## config.mk

```make
export PLATFORM = sky130hd
export DESIGN_NAME = keypad_event_detector_unit
export DESIGN_NICKNAME = d
export VERILOG_FILES = /design/src/rtl/kpd_pkg.sv /design/src/rtl/keypad_event_detector_unit.sv /design/src/rtl/kpd_key_bank.sv
export SDC_FILE = /design/constraint.sdc
export NUM_CORES = 1
export LEC_CHECK = 0
export CAP_MARGIN = 20
export CORE_ASPECT_RATIO = 0.75
export CORE_MARGIN = 10
export CORE_UTILIZATION = 48
export CTS_BUF_LIST = sky130_fd_sc_hd__clkbuf_2 sky130_fd_sc_hd__clkbuf_4 sky130_fd_sc_hd__clkbuf_8
export CTS_CLUSTER_DIAMETER = 30
export CTS_CLUSTER_SIZE = 24
export DETAILED_ROUTE_END_ITERATION = 12
export DONT_BUFFER_PORTS = 1
export GPL_ROUTABILITY_DRIVEN = 0
export GPL_TIMING_DRIVEN = 0
export HOLD_SLACK_MARGIN = 0.05
export SLEW_MARGIN = 20
export SYNTH_ARGS = -nofsm -noshare
export SYNTH_HDL_FRONTEND = slang
export SYNTH_SLANG_ARGS = --single-unit
```

## constraint.sdc

```tcl
create_clock -name clk_i -period 5.83 [get_ports clk_i]
set_input_delay 0.8745 -clock clk_i [delete_from_list [all_inputs] [get_ports clk_i]]
set_output_delay 0.8745 -clock clk_i [all_outputs]
set_load 0.05 [all_outputs]
```

## src/rtl/kpd_pkg.sv

```systemverilog
// Shared types, constants and the navigation encoder of the keypad event detector.
`default_nettype none
package kpd_pkg;

  localparam int unsigned KIND_W    = 3;
  localparam int unsigned PIN_W     = 9;
  localparam int unsigned ELAPSED_W = 10;
  localparam int unsigned IDX_W     = 4;
  localparam int unsigned THRESH_W  = 16;
  localparam int unsigned NAV_W     = 3;
  localparam int unsigned NAV_CODES = 8;

  localparam logic [THRESH_W-1:0] THRESH_RESET = 16'd1000;

  typedef enum logic [KIND_W-1:0] {
    KIND_SCAN         = 3'd0,
    KIND_TAKE_PRESS   = 3'd1,
    KIND_TAKE_RELEASE = 3'd2,
    KIND_PEEK_HELD    = 3'd3,
    KIND_TAKE_LONG    = 3'd4
  } kind_e;

  // key index for each navigation code, highest priority first
  localparam logic [IDX_W-1:0] NAV_KEY_OF_CODE [NAV_CODES] = '{
    4'd3, 4'd1, 4'd0, 4'd2, 4'd6, 4'd5, 4'd4, 4'd7
  };

  typedef struct packed {
    logic [KIND_W-1:0]    kind;
    logic [PIN_W-1:0]     raw_pins;
    logic [ELAPSED_W-1:0] elapsed_ms;
    logic [IDX_W-1:0]     key_index;
  } item_t;

  typedef struct packed {
    logic             answer;
    logic [PIN_W-1:0] held_mask;
  } bank_res_t;

  typedef struct packed {
    logic             active;
    logic [NAV_W-1:0] code;
  } nav_t;

  // lowest code whose key is held wins
  function automatic nav_t nav_encode(input logic [PIN_W-1:0] held);
    nav_t res;
    res.active = 1'b0;
    res.code   = '0;
    for (int c = NAV_CODES - 1; c >= 0; c--) begin
      if (held[NAV_KEY_OF_CODE[c]]) begin
        res.active = 1'b1;
        res.code   = NAV_W'(c);
      end
    end
    return res;
  endfunction

endpackage
`default_nettype wire

```

## src/rtl/keypad_event_detector_unit.sv

```systemverilog
// Keypad event detector: a transaction passes the input register, then the result register, before result valid.
// Throughput one transaction per cycle: input register, key bank update, result register.
// Stalls only when the result register is full and out_ready_i is low.
// rst_ni (async, active low) clears all key state, both valid flags and sets the
// long-press threshold to 1000 ms.
`default_nettype none
module keypad_event_detector_unit #(
  parameter int unsigned NUM_KEYS   = 9,
  parameter int unsigned HOLD_WIDTH = 16
) (
  input  wire logic                             clk_i,
  input  wire logic                             rst_ni,
  input  wire logic                             in_valid_i,
  output logic                                  in_ready_o,
  input  wire logic [kpd_pkg::KIND_W-1:0]       kind_i,
  input  wire logic [kpd_pkg::PIN_W-1:0]        raw_pins_i,
  input  wire logic [kpd_pkg::ELAPSED_W-1:0]    elapsed_ms_i,
  input  wire logic [kpd_pkg::IDX_W-1:0]        key_index_i,
  input  wire logic                             cfg_we_i,
  input  wire logic [kpd_pkg::THRESH_W-1:0]     cfg_wdata_i,
  output logic                                  out_valid_o,
  input  wire logic                             out_ready_i,
  output logic                                  answer_o,
  output logic [kpd_pkg::PIN_W-1:0]             held_mask_o,
  output logic                                  nav_active_o,
  output logic [kpd_pkg::NAV_W-1:0]             nav_code_o
);

  logic                          in_vld_q, out_vld_q;
  kpd_pkg::item_t                item_q;
  logic [kpd_pkg::THRESH_W-1:0]  thresh_q;
  logic                          advance, fire;
  kpd_pkg::bank_res_t            bank_res;
  kpd_pkg::nav_t                 nav;
  logic                          answer_q, nav_active_q;
  logic [kpd_pkg::PIN_W-1:0]     held_q;
  logic [kpd_pkg::NAV_W-1:0]     nav_code_q;

  assign advance    = !out_vld_q || out_ready_i;
  assign fire       = in_vld_q && advance;
  assign in_ready_o = !in_vld_q || advance;

  always_ff @(posedge clk_i or negedge rst_ni) begin
    if (!rst_ni) begin
      thresh_q <= kpd_pkg::THRESH_RESET;
    end else if (cfg_we_i) begin
      thresh_q <= cfg_wdata_i;
    end
  end

  always_ff @(posedge clk_i or negedge rst_ni) begin
    if (!rst_ni) begin
      in_vld_q <= 1'b0;
    end else if (in_ready_o) begin
      in_vld_q <= in_valid_i;
    end
  end

  always_ff @(posedge clk_i) begin
    if (in_valid_i && in_ready_o) begin
      item_q.kind       <= kind_i;
      item_q.raw_pins   <= raw_pins_i;
      item_q.elapsed_ms <= elapsed_ms_i;
      item_q.key_index  <= key_index_i;
    end
  end

  kpd_key_bank #(
    .NUM_KEYS   (NUM_KEYS),
    .HOLD_WIDTH (HOLD_WIDTH)
  ) u_bank (
    .clk_i       (clk_i),
    .rst_ni      (rst_ni),
    .fire_i      (fire),
    .item_i      (item_q),
    .threshold_i (thresh_q),
    .res_o       (bank_res)
  );

  assign nav = kpd_pkg::nav_encode(bank_res.held_mask);

  always_ff @(posedge clk_i or negedge rst_ni) begin
    if (!rst_ni) begin
      out_vld_q <= 1'b0;
    end else if (advance) begin
      out_vld_q <= in_vld_q;
    end
  end

  always_ff @(posedge clk_i) begin
    if (fire) begin
      answer_q     <= bank_res.answer;
      held_q       <= bank_res.held_mask;
      nav_active_q <= nav.active;
      nav_code_q   <= nav.code;
    end
  end

  assign out_valid_o  = out_vld_q;
  assign answer_o     = answer_q;
  assign held_mask_o  = held_q;
  assign nav_active_o = nav_active_q;
  assign nav_code_o   = nav_code_q;

endmodule
`default_nettype wire

```

## src/rtl/kpd_key_bank.sv

```systemverilog
// Per-key state (level, edge flags, long-press mark, hold counter) and query logic.
`default_nettype none
module kpd_key_bank #(
  parameter int unsigned NUM_KEYS   = 9,
  parameter int unsigned HOLD_WIDTH = 16
) (
  input  wire logic                              clk_i,
  input  wire logic                              rst_ni,
  input  wire logic                              fire_i,
  input  wire kpd_pkg::item_t                    item_i,
  input  wire logic [kpd_pkg::THRESH_W-1:0]      threshold_i,
  output kpd_pkg::bank_res_t                     res_o
);

  localparam int unsigned SUM_W =
    ((HOLD_WIDTH > kpd_pkg::ELAPSED_W) ? HOLD_WIDTH : kpd_pkg::ELAPSED_W) + 1;
  localparam int unsigned CMP_W =
    (HOLD_WIDTH > kpd_pkg::THRESH_W) ? HOLD_WIDTH : kpd_pkg::THRESH_W;

  logic [NUM_KEYS-1:0] level_d;
  logic [NUM_KEYS-1:0] ans_vec;

  logic is_scan, is_press, is_release, is_peek, is_long;

  assign is_scan    = (item_i.kind == kpd_pkg::KIND_SCAN);
  assign is_press   = (item_i.kind == kpd_pkg::KIND_TAKE_PRESS);
  assign is_release = (item_i.kind == kpd_pkg::KIND_TAKE_RELEASE);
  assign is_peek    = (item_i.kind == kpd_pkg::KIND_PEEK_HELD);
  assign is_long    = (item_i.kind == kpd_pkg::KIND_TAKE_LONG);

  for (genvar i = 0; i < NUM_KEYS; i++) begin : g_key
    logic                  level_q, press_q, release_q, fired_q;
    logic                  press_d, release_d, fired_d, lvl_d;
    logic [HOLD_WIDTH-1:0] hold_q, hold_d;
    logic                  pin_held;
    logic                  hit;
    logic [SUM_W-1:0]      sum;
    logic                  long_ok;
    logic                  ans;

    if (i < kpd_pkg::PIN_W) begin : g_pin
      assign pin_held = ~item_i.raw_pins[i];
    end else begin : g_nopin
      assign pin_held = 1'b0;
    end

    assign hit = (32'(item_i.key_index) == 32'(i));
    assign sum = SUM_W'(hold_q) + SUM_W'(item_i.elapsed_ms);
    assign long_ok = level_q && !fired_q &&
                     (CMP_W'(hold_q) >= CMP_W'(threshold_i));

    always_comb begin
      lvl_d     = level_q;
      press_d   = press_q;
      release_d = release_q;
      fired_d   = fired_q;
      hold_d    = hold_q;
      ans       = 1'b0;
      if (is_scan) begin
        lvl_d     = pin_held;
        press_d   = pin_held & ~level_q;
        release_d = level_q & ~pin_held;
        fired_d   = fired_q & pin_held;
        if (!pin_held) begin
          hold_d = '0;
        end else if (|sum[SUM_W-1:HOLD_WIDTH]) begin
          hold_d = '1;
        end else begin
          hold_d = sum[HOLD_WIDTH-1:0];
        end
      end else if (hit) begin
        if (is_press) begin
          ans     = press_q;
          press_d = 1'b0;
        end else if (is_release) begin
          ans       = release_q;
          release_d = 1'b0;
        end else if (is_peek) begin
          ans = level_q;
        end else if (is_long) begin
          ans = long_ok;
          if (long_ok) begin
            fired_d = 1'b1;
          end
        end
      end
    end

    assign level_d[i] = lvl_d;
    assign ans_vec[i] = ans;

    always_ff @(posedge clk_i or negedge rst_ni) begin
      if (!rst_ni) begin
        level_q   <= 1'b0;
        press_q   <= 1'b0;
        release_q <= 1'b0;
        fired_q   <= 1'b0;
        hold_q    <= '0;
      end else if (fire_i) begin
        level_q   <= lvl_d;
        press_q   <= press_d;
        release_q <= release_d;
        fired_q   <= fired_d;
        hold_q    <= hold_d;
      end
    end
  end

  // held mask after this transaction; keys beyond NUM_KEYS read as released
  for (genvar j = 0; j < kpd_pkg::PIN_W; j++) begin : g_mask
    if (j < NUM_KEYS) begin : g_have
      assign res_o.held_mask[j] = level_d[j];
    end else begin : g_none
      assign res_o.held_mask[j] = 1'b0;
    end
  end

  assign res_o.answer = |ans_vec;

endmodule
`default_nettype wire
```

# Word level (Yosys, flattened, before mapping)
# Cells that the tools add are included.
# Widths: inputs -> output; s select.
op_classes:
  n_addsub: 9
  n_eq_ne: 15
  muxes: 190
  bitwise_logic: 45
  reduce_logical: 88
  order_cmp: 9
ops:
  columns: ["cell", "count"]
  rows:
  - ["$mux 16", 18]
  - ["$mux 1", 166]
  - ["$add 16x10->17", 9]
  - ["$ge 16x16->1", 9]
  - ["$reduce_and 7->1", 9]
  - ["$reduce_bool 2->1", 21]
  - ["$reduce_and 4->1", 9]
  - ["$and 1x1->1", 27]
  - ["$reduce_and 3->1", 9]
  - ["$logic_and 1x1->1", 20]
  - ["$not 1->1", 18]
  - ["$eq 4x3->1 const B", 4]
  - ["$logic_not 1->1", 11]
  - ["$mux 3", 3]
  - ["$reduce_or 9->1", 1]
  - ["$eq 4x2->1 const B", 2]
  - ["$reduce_or 7->1", 1]
  - ["$eq 3x2->1 const B", 2]
  - ["$ne 2x1->1 const B", 3]
  - ["$eq 4x1->1 const B", 1]
  - ["$eq 4x4->1 const B", 1]
  - ["$logic_not 4->1", 1]
  - ["$mux 2", 2]
  - ["$mux 4", 1]
  - ["7 further kinds", 8]
word_totals:
  inputBits: 47
  out_inout_bits: 16
  ff_bits: 238

# Logic depth before layout (Yosys ltp)
logic_depth:
  word_depth: 10
  ltp_mapped: 12
  ltp_nobuf: 11

# By module
# Synthesis repeated with hierarchy kept, for this count alone.
hier_totals:
  hier_cells: 1908
  area_unflattened_um2: 17553.1
modules_own_cells:
  columns: ["module", "seq_area_each_um2", "cells_per_inst", "n_inst", "area_per_inst_um2"]
  rows:
  - ["kpd_key_bank", 4504.3, 1812, 1, 15529.9]
  - ["keypad_event_detector_unit", 1659.1, 96, 1, 2023.2]

# Worst setup path before layout
# Ideal clock, no wire load.
synth_timing:
  path_type: "register to register"
  from: "reg item_q[5] (netlist bit)"
  to: "reg u_bank.g_key[5].hold_q[7]"
  synth_period_minus_slack_ns: 2.914
  path_buffers: 1
  stages_incl_launch_ff: 12
  setup_time_ns: 0.086
  t_required_ns: 5.744
  setup_slack_ns: 2.916
  t_arrival_ns: 2.828
  path_cell_list: "edfxtp_1 > inv_1 > fa_1 > nor2b_1 > o2111a_1 > nor3_1 > o31ai_1 > and3_1 > and3_1 > buf_2 > nor3_1 > nor3_1"
synth_between:
  elab_chain_len: 3
synth_lines:
  columns: ["element", "line", "source"]
  rows:
  - ["from (decl)", "keypad_event_detector_unit.sv:30", "kpd_pkg::item_t item_q;"]
  - ["$add 16x10->17", "kpd_key_bank.sv:48", "assign sum = SUM_W'(hold_q) + SUM_W'(item_i.elapsed_ms);"]
  - ["$mux 16", "kpd_key_bank.sv:66", "end else if (|sum[SUM_W-1:HOLD_WIDTH]) begin"]
  - ["$mux 16", "kpd_key_bank.sv:64", "if (!pin_held) begin"]
  - ["to (signal assigned)", "kpd_key_bank.sv:104", "hold_q <= hold_d;"]
  - ["to (decl)", "kpd_key_bank.sv:34", "logic [HOLD_WIDTH-1:0] hold_q, hold_d;"]
# No other way between the ends.
# A chain may end at the register's enable or synchronous reset.

# Worst setup path in the final report
layout_timing:
  from: "reg item_q[5] (netlist bit)"
  to: "reg u_bank.g_key[5].hold_q[3]"
# Same word-level chain as after synthesis.

==> reports/results.ini <==
[place]
dpl.cell_count = 2392
place_hpwl_um = 41500
place_ws_ns = 1.35
placed_area_mm2 = 0.0180
port-buffer-count = 0

[grt]
antenna_found_initial = 0
grt.total_usage = 0.268
grt_pass1_wl_um = 91000
grt_max_degree = 193
overflow = 0
grt_pass1_vias = 15000

[routing]
wirelength_um = 59800
drt_pass1_iterations = 6
vias_per_cell = 6.25
drt_iter0_drc = 1658
drc = 0
wl_per_cell_um = 23.9
ant_nets = 0
vias = 15600

[setup_path]
worstReg2RegStart = item_q[5]
path_max_fanout = 10
crit_top_cell = and3_1
cpPeakStageDelay_ns = 0.93
worstSetupStartpointType = flip-flop
crit_buf_inv = 2
cp-startpoint = item_q[5]
critPathRequiredTime_ns = 6.36
cp_top_family = buffers and inverters
ff2ff_setup_slack_ns = 1.26
end_kind = flip-flop
criticalPathCategory = flip-flop to flip-flop
slowest_stage = edfxtp_1
crit_arrival_ns = 5.11
crit_chain = inv_1 > fa_1 > nor2b_1 > o2111a_1 > nor3_1 > o31ai_1 > and3_1 > and3_1 > buf_2 > nor2_1 > o21ai_0
reg2reg_depth = 11
r2r_end = u_bank.g_key[5].hold_q[3]

[floorplan]
die_h_um = 185
io-pin-count = 63
start_util = 0.486
dieArea_mm2 = 0.0444
core_area_mm2 = 0.0359
row_count = 60
fp.dieW_um = 240

[clock_network]
path_clk_slew_ns = 0.07
cts_resized = 0
clkLatencyLatePin_ns = 0.64
cts_tree = yes
htree_levels = 2
numCtsBuffers = 58
root_buffer = clkbuf_8
holdBufCountCts = 2
clkSinkCount = 238
clk_path_buf_depth = 3
postCtsSetupRepairBufs = 0

[finish]
multiInputGateArea_mm2 = 0.0107
syn_to_final_growth_pct = 11.9
drive_gt1_frac = 0.0828
diodes = 0
fin_cells = 2505
register_area_mm2 = 0.00616
nets = 2280
fillers = 3263
final_area_mm2 = 0.0195

[pwr]
power.density_mw_per_mm2 = 415
ir_drop_mv = 0.270
p_leak_nw = 8.99

[logic_synthesis]
synth_top_area_share = 0.276
ys_types = 85
seq_area_frac_synth = 0.354
synth-edff-count = 40
ys_ff_latch = 238
synth_area_per_cell_um2 = 9.05
synth_top_area_cell = dfrtp_1
syn_inst = 1926
ys.warnings.count = 0
yosys-top-cells-count = 234 x ha_1, 203 x nand2_1, 192 x dfrtp_1, 168 x o21ai_0, 151 x nor2_1
syn_area_mm2 = 0.0174
synth_nets = 2216
synthArstFlopShare = 0.832
synth_area_leaders = dfrtp_1 28%, ha_1 17%, edfxtp_1 6.9%
synth.most_common_cell = ha_1
synth-main-ff-cell = dfrtp_1

[flow_run]
drv_cap = 0

[timing]
worst_slack_ns = 1.26
skew_ns = 0.0248
rsz0062_at_grt = false
drv_slew = 0
worst_pin_slew_ns = 1.16
hold_viol_final = 0
fin_crit_sh = 0.784
relSlewSlack = 0.224
period_minus_slack_ns = 4.57
fmax_ghz = 0.219
final.setup.tns_ns = 0
setup_violations = 0

[status]
outcome = finished, final reports clean

[hold_path]
hp-class = input pin to asynchronous set/reset pin

[layout by cell type, fill, tap and decap left out, drive strengths merged, types with 23 or more instances in the layout]
master | synthesis | routed
ha | 234 | 234
nand2 | 203 | 203
dfrtp | 192 | 192
o21ai | 173 | 173
nor2 | 152 | 152
a21oi | 146 | 146
clkbuf | 45 | 103
inv | 70 | 85
a21o | 45 | 45
nand3 | 43 | 43
nor3 | 43 | 43
edfxtp | 40 | 40
a31oi | 37 | 37
xnor2 | 36 | 36
a211oi | 30 | 30
and3 | 29 | 29
nand2b | 28 | 28
o21a | 27 | 27
o31ai | 27 | 27
xor2 | 23 | 23
buf | 20 | 23
[flip-flops by register name, indices dropped and copies added, names as in the netlist, 9 cells and up]
name                    cells
thresh_q                   16
u_bank.g_key.level_q        9
u_bank.g_key.press_q        9
u_bank.g_key.hold_q       144
item_q                     26
held_mask_o                 9
u_bank.g_key.fired_q        9
u_bank.g_key.release_q      9
[per-layer routing]
| metal | share of wire | wire length [um] | GRT usage |
|---|---|---|---|
| met5 | 0 | 0 | 0 |
| met4 | 0.033 | 2000 | 0.0957 |
| met3 | 0.091 | 5420 | 0.0584 |
| met2 | 0.41 | 24600 | 0.386 |
| met1 | 0.46 | 27800 | 0.386 |
[stage by stage]
step	hold slack, ns	util	power (mW)
detailed placement	0.468	0.503	5.62
global placement	0.459	0.502	5.50
global route	0.0995	0.543	8.70
floorplan	0.440	-	4.85
finish	0.0930	0.543	8.09
CTS	0.296	0.542	8.06
[cell type report]
class / count / share of cell area
Clock inverter: 52 / 0.0300
Buffer: 65 / 0.0167
Tap cell: 465 / 0.0298
Timing Repair Buffer: 4 / 0.00475
Inverter: 70 / 0.0135
Sequential cell: 238 / 0.316
Multi-Input combinational cell: 1553 / 0.548
Clock buffer: 58 / 0.0409
[report_power, final]
| group | internal, mW | leakage (nW) | switching, mW |
|---|---|---|---|
| registers | 2.10 | 2.95 | 0.504 |
| logic | 1.37 | 5.37 | 1.73 |
| clock network | 1.36 | 0.667 | 1.03 |
| total | 4.83 | 8.99 | 3.26 |
[worst max path at each step]
stage,endpoint,slack [ns],cells after the start
4_1_cts,u_bank.g_key[5].hold_q[3],1.32,11
2_1_floorplan,u_bank.g_key[5].hold_q[7],2.92,11
5_1_grt,u_bank.g_key[0].hold_q[3],1.08,11
3_3_place_gp,u_bank.g_key[5].hold_q[10],1.43,10
3_5_place_dp,u_bank.g_key[5].hold_q[9],1.35,11
6_report,u_bank.g_key[5].hold_q[3],1.26,11
[cells by family after synthesis]
group,count (synthesis),share of synthesized area
AND/OR/NAND/NOR,619,0.169
buffers and inverters,135,0.0337
XOR/XNOR,59,0.0297
AO/OA/AOI/OAI,627,0.232
adder cells (fa/ha/maj),243,0.178
multiplexers,5,0.00302
flip-flops,238,0.354
[worst register-to-register path: cells and delay by family (launching register included)]
| kind | cells | cell delay [ns] |
|---|---|---|
| adder cells (fa/ha/maj) | 1 | 0.70 |
| flip-flops | 1 | 0.93 |
| AO/OA/AOI/OAI | 3 | 0.92 |
| AND/OR/NAND/NOR | 5 | 0.93 |
| buffers and inverters | 2 | 0.99 |
(Power assumes the default switching activity.)
